--- src/rtl/spsp_pkg.sv ---
// shared types, widths and codes for the segment / plane split point block
// no dependencies
`default_nettype none

package spsp_pkg;

   localparam int CoordW        = 32;
   localparam int ProdW         = 2 * CoordW;
   localparam int EW            = ProdW + 2;
   localparam int MagW          = EW + 1;
   localparam int QW            = 16;
   localparam int DiffW         = CoordW + 1;
   localparam int ScaleW        = DiffW + QW + 1;
   localparam int StepsPerStage = 2;

   localparam int CsrIdxW       = 2;
   localparam int CsrDataW      = CoordW;
   localparam int NumRegs       = 4;
   localparam int ReqDataW      = 6 * CoordW;
   localparam int RspDataW      = 104;
   localparam int RspPadW       = RspDataW - 4 - 3 * CoordW;

   localparam logic [CsrIdxW-1:0] RegPlaneA      = 2'd0;
   localparam logic [CsrIdxW-1:0] RegPlaneB      = 2'd1;
   localparam logic [CsrIdxW-1:0] RegPlaneC      = 2'd2;
   localparam logic [CsrIdxW-1:0] RegPlaneOffset = 2'd3;

   localparam logic [1:0] SideBelow = 2'd0;
   localparam logic [1:0] SideOn    = 2'd1;
   localparam logic [1:0] SideAbove = 2'd2;

   typedef logic [2:0][CoordW-1:0] coord3_type;

   typedef struct packed {
      logic [1:0] start_side;
      logic [1:0] end_side;
      logic       crosses;
   } side_info_type;

   typedef struct packed {
      coord3_type    p0;
      coord3_type    p1;
      side_info_type info;
   } seg_type;

   typedef struct packed {
      seg_type         seg;
      logic [MagW-1:0] rem;
      logic [MagW-1:0] den;
      logic [QW-1:0]   quo;
   } div_type;

   typedef struct packed {
      side_info_type info;
      coord3_type    split;
   } result_type;

endpackage

`default_nettype wire

--- src/rtl/spsp_interp.sv ---
// split point p0 + floor((p1 - p0) * r / 65536), zeroed when not crossing
// three register stages; uses spsp_pkg
`default_nettype none

module spsp_interp import spsp_pkg::*; (
   input  wire logic    clock,
   input  wire logic    reset,
   input  wire logic    en,
   input  wire logic    in_valid,
   input  wire div_type in_data,
   output logic         out_valid,
   output result_type   out_data
);

   logic [2:0]               valid_ff;

   logic [DiffW-1:0]         diff_ff [3];
   coord3_type               a_p0_ff;
   side_info_type            a_info_ff;
   logic [QW-1:0]            a_quo_ff;

   logic signed [ScaleW-1:0] scale_in [3];
   logic signed [ScaleW-1:0] scale_ff [3];
   coord3_type               b_p0_ff;
   side_info_type            b_info_ff;

   logic [CoordW+1:0]        sum_in [3];
   result_type               res_ff;

   always_comb begin
      for (int k = 0; k < 3; k++) begin
         scale_in[k] = $signed(diff_ff[k]) * $signed({1'b0, a_quo_ff});
         sum_in[k]   = {{2{b_p0_ff[k][CoordW-1]}}, b_p0_ff[k]} +
                       scale_ff[k][ScaleW-1:QW];
      end
   end

   always_ff @(posedge clock) begin
      if (reset) begin
         valid_ff <= '0;
      end else if (en) begin
         valid_ff <= {valid_ff[1:0], in_valid};
      end
   end

   always_ff @(posedge clock) begin
      if (en) begin
         for (int k = 0; k < 3; k++) begin
            diff_ff[k]  <= {in_data.seg.p1[k][CoordW-1], in_data.seg.p1[k]} -
                           {in_data.seg.p0[k][CoordW-1], in_data.seg.p0[k]};
            scale_ff[k] <= scale_in[k];
            res_ff.split[k] <= b_info_ff.crosses ? sum_in[k][CoordW-1:0] : '0;
         end
         a_p0_ff   <= in_data.seg.p0;
         a_info_ff <= in_data.seg.info;
         a_quo_ff  <= in_data.quo;
         b_p0_ff   <= a_p0_ff;
         b_info_ff <= a_info_ff;
         res_ff.info <= b_info_ff;
      end
   end

   assign out_valid = valid_ff[2];
   assign out_data  = res_ff;

endmodule

`default_nettype wire

--- config.mk ---
export PLATFORM = sky130hd
export DESIGN_NAME = spsp_interp
export DESIGN_NICKNAME = d
export VERILOG_FILES = /design/src/rtl/spsp_pkg.sv /design/src/rtl/spsp_interp.sv
export SDC_FILE = /design/constraint.sdc
export NUM_CORES = 2
export LEC_CHECK = 0
export ABC_CLOCK_PERIOD_IN_PS = 6900
export BUFFER_PORTS_ARGS = -buffer_cell sky130_fd_sc_hd__buf_2
export CAP_MARGIN = 20
export CORE_MARGIN = 3
export CORE_UTILIZATION = 55
export DETAILED_ROUTE_END_ITERATION = 10
export PLACE_DENSITY = 0.76
export SETUP_SLACK_MARGIN = 0.15
export SLEW_MARGIN = 20
export SYNTH_ARGS = -nofsm -noshare
export SYNTH_HDL_FRONTEND = slang
export SYNTH_SLANG_ARGS = --single-unit
--- constraint.sdc ---
create_clock -name clock -period 6.9 [get_ports clock]
set_input_delay 0 -clock clock [delete_from_list [all_inputs] [get_ports clock]]
set_output_delay 0 -clock clock [all_outputs]
set_load 0.05 [all_outputs]
==> results.toml <==
[yosys]
yosys_warnings = 0
synth_top_area_frac = 0.381
synthFlopType = "edfxtp_1"
synthDistinctLibCells = 84
avgSynthCellArea_um2 = 9.86
syn_area_um2 = 77400
netlist.top_cell.by_area = "fa_1"
synth_most_common_cell = "inv_1"
seq_area_frac_synth = 0.200
synth_nets = 10200
synth_edf_count = 514
synth-seq-cells = 517
synth_commonest_cells = "1847 x inv_1, 1473 x fa_1, 1008 x nand2_1, 709 x and2_1, 525 x ha_1"
synth_area_leaders = "fa_1 38%, edfxtp_1 20%, inv_1 9.0%, ha_1 8.5%, and2_1 5.7%"
synthArstFlopShare = 0
syn-instance-count = 7849

[route]
drtAntennaViolNets = 0
drt_pass1_iterations = 8
totalWireLength_um = 205000
drtIter0Drc = 4742
wl_per_cell_um = 19.4
vias = 57600
drc = 0
vias_per_cell = 5.46

[finish]
fin_nets = 11000
fillers = 10700
area_growth_pct = 16.3
final_core_util = 0.645
drive_above_1_share = 0.119
regArea_um2 = 15500
multi_input_area_um2 = 54800

[worst_setup_path]
worstPathMaxFanout = 7
cp_common_cell = "fa_1"
cp_num_buf_inv = 7
critical_path_required_ns = 7.33
cp.arrival_ns = 7.27
cp_top_family = "adder cells"
crit_slowest_cell = "fa_1"
slowest_delay_ns = 0.55
path_class = "reg -> reg"
critPathLaunchType = "register"
endpoint_kind = "register"

[sta]
fin_hold_ws_ns = 0.0237
finalSetupTns_ns = 0
tightest_slew_ns = 1.15
hold_viol = 0
max_freq_mhz = 146
layout_setup_ws_ns = 0.0645
layout_min_cycle_time_ns = 6.84
rsz0062_at_grt = "true"
timing.final.max_slew_violations = 0
fin_skew_ns = 0.0473
setup_viol = 0
slew_headroom = 0.232
post-route-period-util = 0.991

[flow_run]
drv_cap = 0

[global_route]
track_usage = 0.282
antenna_found_initial = 8
grt_max_degree = 171
grt_first_pass_wirelength_um = 326000
grt_pass1_vias = 62100
grt_overflow_total = 0

[clock_network]
cts_tree = "built"
cts-root-buf = "clkbuf_16"
clk_latency_ns = 0.71
clk_pin_slew_ns = 0.07
cts.sinks = 517
htree_levels = 2
clockBufferDepth = 3
cts_made_buffers = 60

[outcome]
outcome = "finished clean"

[place]
hpwl_um = 155000
gp_congestion = 0.931
portBuffers = 318
dp_slack_ns = -0.107

[floorplanning]
coreArea_um2 = 140000
num_rows = 137
die_w_um = 381
die_h_um = 381
die-area_um2 = 145000
initial_utilization = 0.555
ioPinCount = 453

[hold_path]
holdCritPathClass = "in -> reg"
[timing repair]
action / CTS / global route
endpoints found under the hold margin: 295 / 0
resized for setup: 63 / 227
cloned: 6 / 6
pin swaps: 28 / 115
hold buffers: 271 / 0
setup buffers: 24 / 46
setup endpoints to repair: 41 / 48
[worst register-to-register path: cells and delay by family, from the launching register on]
kind            cells  cell delay, ns
fa+ha+maj           7            3.21
compound gates      7            1.46
simple gates        3            0.76
buf+inv             7            0.65
flops               1            0.43
xor+xnor            1            0.08
[per-stage QoR]
stage          instance area, um^2  cells
6_report                     90000  10500
5_1_grt                      90000  10500
4_1_cts                      88600  10500
3_5_place_dp                 83200  10100
3_3_place_gp                 83200  10100
2_1_floorplan                77400   7849
[layer usage]
metal,track usage,share of wire,vias to the layer above
met1,0.366,0.39,29000
li1,-,-,25300
met2,0.475,0.49,2622
met5,0,0.00017,-
met4,0.0968,0.040,6
met3,0.0543,0.088,571
[final cells by class]
class                           count  share of cell area
Antenna cell                        4            0.000111
Clock buffer                       74              0.0173
Clock inverter                     39             0.00428
Inverter                         1848              0.0771
Multi-Input combinational cell   5188               0.608
Sequential cell                   517               0.172
Tap cell                         1876              0.0261
Timing Repair Buffer              998              0.0946
[sequential cells by signal, summed over array words and instances (netlist names)]
register and flops:
out_data 101, b_p0_ff 96, a_p0_ff 96, a_quo_ff 16, scale_ff 96, a_info_ff 5, b_info_ff 5, valid_ff 3
diff_ff 99
[placed cells by master, fill, tap and decap left out, types with 31 or more instances in the layout]
cell	instances
dlygate4sd3_1	271
o21ai_0	91
buf_12	49
buf_6	34
xor2_1	88
o21a_1	41
and2_1	691
o21bai_1	38
nor2_1	216
nand2_1	1001
xnor2_1	173
edfxtp_1	514
inv_1	1816
nor3_1	54
a21o_1	112
ha_1	495
nand3_1	48
buf_4	302
fa_2	32
buf_2	317
fa_1	1441
inv_2	31
nor2b_1	37
clkbuf_16	66
a21oi_1	184
[worst paths after layout]
check | slack (ns) | to | startpoint | cells after the start
worst max register to register | 0.06 | scale_ff[0][96] | a_quo_ff[5] | 25
worst min register to register | 0.41 | b_p0_ff[20] | a_p0_ff[20] | 0
worst max-delay path | 0.06 | scale_ff[0][96] | a_quo_ff[5] | 25
worst min-delay path | 0.02 | diff_ff[0][86] | in_data[239] | 4
[logic make-up (layout without fill, tap and decap cells)]
kind of cell | after synthesis | after routing | share of synthesized area
AND/OR/NAND/NOR | 2227 | 2227 | 0.140
other | 0 | 4 | 0
buffers and inverters | 2144 | 2959 | 0.104
flip-flops | 517 | 517 | 0.200
AO/OA/AOI/OAI | 692 | 692 | 0.0593
adder cells (fa/ha/maj) | 1998 | 1998 | 0.466
multiplexers | 8 | 8 | 0.00107
XOR/XNOR | 263 | 263 | 0.0298
Power is left out: the tool's default activity adds up to more than one toggle a clock period on the data nets, which glitch-free logic cannot reach.
