$ cat config.mk
export PLATFORM = sky130hd
export DESIGN_NAME = spsp_div_stage
export DESIGN_NICKNAME = d
export VERILOG_FILES = /design/src/rtl/spsp_pkg.sv /design/src/rtl/spsp_div_stage.sv
export SDC_FILE = /design/constraint.sdc
export NUM_CORES = 1
export LEC_CHECK = 0
export ABC_AREA = 1
export BUFFER_PORTS_ARGS = -buffer_cell sky130_fd_sc_hd__buf_2
export CAP_MARGIN = 20
export CORE_AREA = 2 2 271 273
export CTS_CLUSTER_DIAMETER = 50
export DETAILED_ROUTE_END_ITERATION = 10
export DIE_AREA = 0 0 273 275
export PLACE_DENSITY = 0.56
export SYNTH_ARGS = -nofsm -noshare
export SYNTH_HDL_FRONTEND = slang
export SYNTH_SLANG_ARGS = --single-unit
export TNS_END_PERCENT = 50
$ cat constraint.sdc
create_clock -name clock -period 8.1 [get_ports clock]
set_clock_uncertainty 0.05 [all_clocks]
set_input_delay 0.81 -clock clock [delete_from_list [all_inputs] [get_ports clock]]
set_output_delay 0.81 -clock clock [all_outputs]
set_load 0.005 [all_outputs]
$ cat src/rtl/spsp_pkg.sv
// shared types, widths and codes for the segment / plane split point block
// no dependencies
`default_nettype none

package spsp_pkg;

   localparam int CoordW        = 32;
   localparam int ProdW         = 2 * CoordW;
   localparam int EW            = ProdW + 2;
   localparam int MagW          = EW + 1;
   localparam int QW            = 16;
   localparam int DiffW         = CoordW + 1;
   localparam int ScaleW        = DiffW + QW + 1;
   localparam int StepsPerStage = 2;

   localparam int CsrIdxW       = 2;
   localparam int CsrDataW      = CoordW;
   localparam int NumRegs       = 4;
   localparam int ReqDataW      = 6 * CoordW;
   localparam int RspDataW      = 104;
   localparam int RspPadW       = RspDataW - 4 - 3 * CoordW;

   localparam logic [CsrIdxW-1:0] RegPlaneA      = 2'd0;
   localparam logic [CsrIdxW-1:0] RegPlaneB      = 2'd1;
   localparam logic [CsrIdxW-1:0] RegPlaneC      = 2'd2;
   localparam logic [CsrIdxW-1:0] RegPlaneOffset = 2'd3;

   localparam logic [1:0] SideBelow = 2'd0;
   localparam logic [1:0] SideOn    = 2'd1;
   localparam logic [1:0] SideAbove = 2'd2;

   typedef logic [2:0][CoordW-1:0] coord3_type;

   typedef struct packed {
      logic [1:0] start_side;
      logic [1:0] end_side;
      logic       crosses;
   } side_info_type;

   typedef struct packed {
      coord3_type    p0;
      coord3_type    p1;
      side_info_type info;
   } seg_type;

   typedef struct packed {
      seg_type         seg;
      logic [MagW-1:0] rem;
      logic [MagW-1:0] den;
      logic [QW-1:0]   quo;
   } div_type;

   typedef struct packed {
      side_info_type info;
      coord3_type    split;
   } result_type;

endpackage

`default_nettype wire

$ cat src/rtl/spsp_div_stage.sv
// one register stage of the restoring divider for the Q0.16 ratio
// retires Steps quotient bits per stage; uses spsp_pkg
`default_nettype none

module spsp_div_stage import spsp_pkg::*; #(
   parameter int unsigned Steps = StepsPerStage
) (
   input  wire logic    clock,
   input  wire logic    reset,
   input  wire logic    en,
   input  wire logic    in_valid,
   input  wire div_type in_data,
   output logic         out_valid,
   output div_type      out_data
);

   div_type      work_in;
   logic [MagW:0] shifted;
   logic          ge;
   logic          valid_ff;
   div_type       data_ff;

   always_comb begin
      work_in = in_data;
      shifted = '0;
      ge      = 1'b0;
      for (int i = 0; i < Steps; i++) begin
         shifted     = {work_in.rem, 1'b0};
         ge          = shifted >= {1'b0, work_in.den};
         work_in.rem = ge ? MagW'(shifted - {1'b0, work_in.den}) : shifted[MagW-1:0];
         work_in.quo = {work_in.quo[QW-2:0], ge};
      end
   end

   always_ff @(posedge clock) begin
      if (reset) begin
         valid_ff <= 1'b0;
      end else if (en) begin
         valid_ff <= in_valid;
      end
   end

   always_ff @(posedge clock) begin
      if (en) begin
         data_ff <= work_in;
      end
   end

   assign out_valid = valid_ff;
   assign out_data  = data_ff;

endmodule

`default_nettype wire

==> run_results.csv <==
group,metric,value,unit
outcome,status,"finished, final reports clean",
power,p_switching,2.713,mW
route,first_pass_iters,6,
cts,cts_sinks,348,
timing,finalSetupViolCount,0,
layout,fin_nets,4246,
worst_setup_path,cp_common_cell,"nand2_1",
cts,cts_made_buffers,49,
cts,cts.clk_slew.worst_paths,60,ps
timing,fin_setup_tns,0,ps
cts,post-cts-setup-buffers,0,
synth,yosysSeqAreaShare,0.4363,
power,p_total,7.315,mW
power,vdd_drop_max,229.7,uV
route,drtIter0Drc,2069,
layout,register_area,10440,um2
timing,relSlewSlack,0.3075,
timing,worst_slew_pin_slew,1036,ps
worst_setup_path,cp-endpoint,"out_data[100]",
cts,cts_resized,0,
floorplanning,ioPinCount,699,
synth,synth_largest_area_cell,"edfxtp_1",
timing,timing.final.crit_period,6350,ps
timing,hold_slack,309.3,ps
placement,dp.final_hpwl,101.4,mm
cts,clkLatencyLatePin,620,ps
cts,root_buffer,"clkbuf_16",
layout,fin_area,30360,um2
hold_path,min_path_type,"in2reg",
worst_setup_path,startpoint_type,"primary input",
synth,async_reset_ff_frac,0,
power,pwr-share-clk,0.331,
route,drt_wl_total,118.4,mm
power,p_sw_frac,0.3709,
worst_setup_path,cp.required,8380,ps
global_route,grtUsageTotal,0.3026,
placement,gp_congestion,1.011,
cts,cts_tree,"done",
worst_setup_path,rr_worst_depth,2,
worst_setup_path,r2r_start,"out_valid",
synth,syn_inst,3030,
synth,syn_nets,3515,
timing,finalCritPeriodShare,0.7840,
layout,drive_gt1_frac,0.2544,
worst_setup_path,reg2reg_to,"out_valid",
floorplanning,num_rows,99,
cts,htree_levels,2,
flow_run,max-cap-violations,0,
worst_setup_path,cp.arrival,6630,ps
worst_setup_path,slowest_stage,"fa_1",
worst_setup_path,critPathKind,"in2reg",
layout,multi_input_area,11350,um2
timing,timing.fmax,157.5,MHz
synth,synth_top_area_share,0.4355,
global_route,antenna_found_initial,12,
worst_setup_path,crit_path_max_incr_delay,500,ps
worst_setup_path,crit_fanout,24,
route,dr_total_vias,23979,
global_route,grt_pass1_vias,22599,
route,viasPerCell,5.035,
power,combPwrFrac,0.346,
route,routedWlPerCell,24.86,um
timing,drv_slew,0,
floorplanning,start_util,0.3308,
synth,syn_area_per_cell,7.897,um2
floorplanning,dieArea,75080,um2
global_route,grt-ovfl-total,0,
worst_setup_path,end_kind,"register",
worst_setup_path,worstSetupStartpoint,"in_data[16]",
cts,cts.path.max_buffers,3,
timing,timing_hold_violations_final,0,
cts,postCtsHoldBufs,0,
floorplanning,core_area,72340,um2
synth,synth.cell_area,23930,um2
synth,synth-seq-cells,348,
synth,ys.warnings.count,0,
power,p_leak,14.62,nW
route,ant_nets,0,
placement,placed_cell_area,28510,um2
global_route,grt_pass1_wl,160.8,mm
floorplanning,fp.dieH,275,um
power,sequentialPowerShare,0.323,
synth,synth_area_leaders,"edfxtp_1 44%, nand2_1 15%, inv_1 7.0%, ha_1 7.0%, nor2_1 4.3%",
layout,nFillCells,7682,
synth,synthFlopType,"edfxtp_1",
timing,rsz0062_at_grt,"no",
synth,synth_edf_count,347,
placement,io_buffers,696,
global_route,grt_max_degree,119,
worst_setup_path,r2r_setup_slack,7430,ps
power,p_per_area,240.9,nW/um2
layout,area_growth,26.88,%
route,drc,0,
synth,ys_types,43,
floorplanning,fp.dieW,273,um
power,p_int,4.602,mW
==> cells in the mapped netlist (all sizes together) (2+ instances only) <==
master / instances
xor2: 45
o21bai: 24
and2: 2
a21oi: 175
xnor2: 41
nor2: 307
nand2: 987
buf: 36
and3: 6
nor3: 18
inv: 480
o211ai: 2
ha: 133
or2: 5
o21ai: 115
nor4: 15
nand3: 219
edfxtp: 347
a21o: 9
nand3b: 18
o21a: 8
a21boi: 2
a31oi: 3
nand4: 28
==> flip-flops by register name (all words and copies together), names as in the netlist <==
signal / flops
out_valid: 1
out_data: 347
==> power groups by stage <==
stage               clock (mW)  sequential, mW  combinational (mW)
floorplan                    0            2.40                1.39
global placement             0            2.40                2.49
detailed placement           0            2.40                2.49
CTS                       2.46            2.36                2.50
global route              2.53            2.38                2.73
finish                    2.42            2.36                2.53
==> cells in the final DEF (no fill, tap or decap), drive strengths merged, types with 60 or more instances in the layout <==
master,netlist,routed
buf,36,716
o21ai,115,115
nor2,307,307
nand2,987,987
nand3,219,219
clkbuf,0,60
ha,133,133
edfxtp,347,347
inv,480,490
a21oi,175,175
==> area by class of cell <==
type                            instances  area share
Multi-Input combinational cell       2165      0.3740
Sequential cell                       348      0.3439
Timing Repair Buffer                  716      0.1221
Inverter                              481     0.05951
Clock buffer                           60     0.04340
Tap cell                              959     0.03952
Clock inverter                         31     0.01743
Antenna cell                            2   0.0001649
==> stage by stage <==
stage          setup slack, ps  instances  utilization
6_report                  1750       4762       0.4197
4_1_cts                   1917       4760       0.4196
3_5_place_dp              1296       4669       0.3941
3_3_place_gp              1340       4669       0.3941
5_1_grt                   1495       4761       0.4196
2_1_floorplan             3214       3030            -
==> per-layer routing <==
layer / track usage / share of wire / routed length (um) / up-vias
met5: 0 / 0.00050 / 59 / -
met4: 0.1152 / 0.041 / 4907 / 10
met2: 0.5150 / 0.48 / 56470 / 968
met3: 0.04434 / 0.068 / 8077 / 179
li1: - / - / - / 11338
met1: 0.3885 / 0.41 / 48860 / 11484
==> worst max-delay path, delay by kind of cell <==
kind / cells / cell delay, ps
AO/OA/AOI/OAI: 4 / 840
AND/OR/NAND/NOR: 18 / 2660
buffers and inverters: 5 / 1430
adder cells (fa/ha/maj): 2 / 840
==> worst min-delay path by stage <==
stage                      start            end  slack [ps]  cells after the start
finish              in_data[234]  out_data[234]         310                      1
global route        in_data[214]  out_data[214]         280                      1
CTS                 in_data[234]  out_data[234]         280                      1
detailed placement     out_valid      out_valid         450                      2
global placement       out_valid      out_valid         420                      2
floorplan              out_valid      out_valid         430                      2
==> cell families (layout without fill, tap and decap cells) <==
kind of cell / after synthesis / in the layout / synth area share
adder cells (fa/ha/maj): 134 / 134 / 0.07039
other: 0 / 2 / 0
multiplexers: 1 / 1 / 0.0004184
flip-flops: 348 / 348 / 0.4363
AO/OA/AOI/OAI: 339 / 339 / 0.08111
XOR/XNOR: 86 / 86 / 0.03148
AND/OR/NAND/NOR: 1605 / 1605 / 0.2910
buffers and inverters: 517 / 1288 / 0.08932
(Power assumes the default switching activity.)
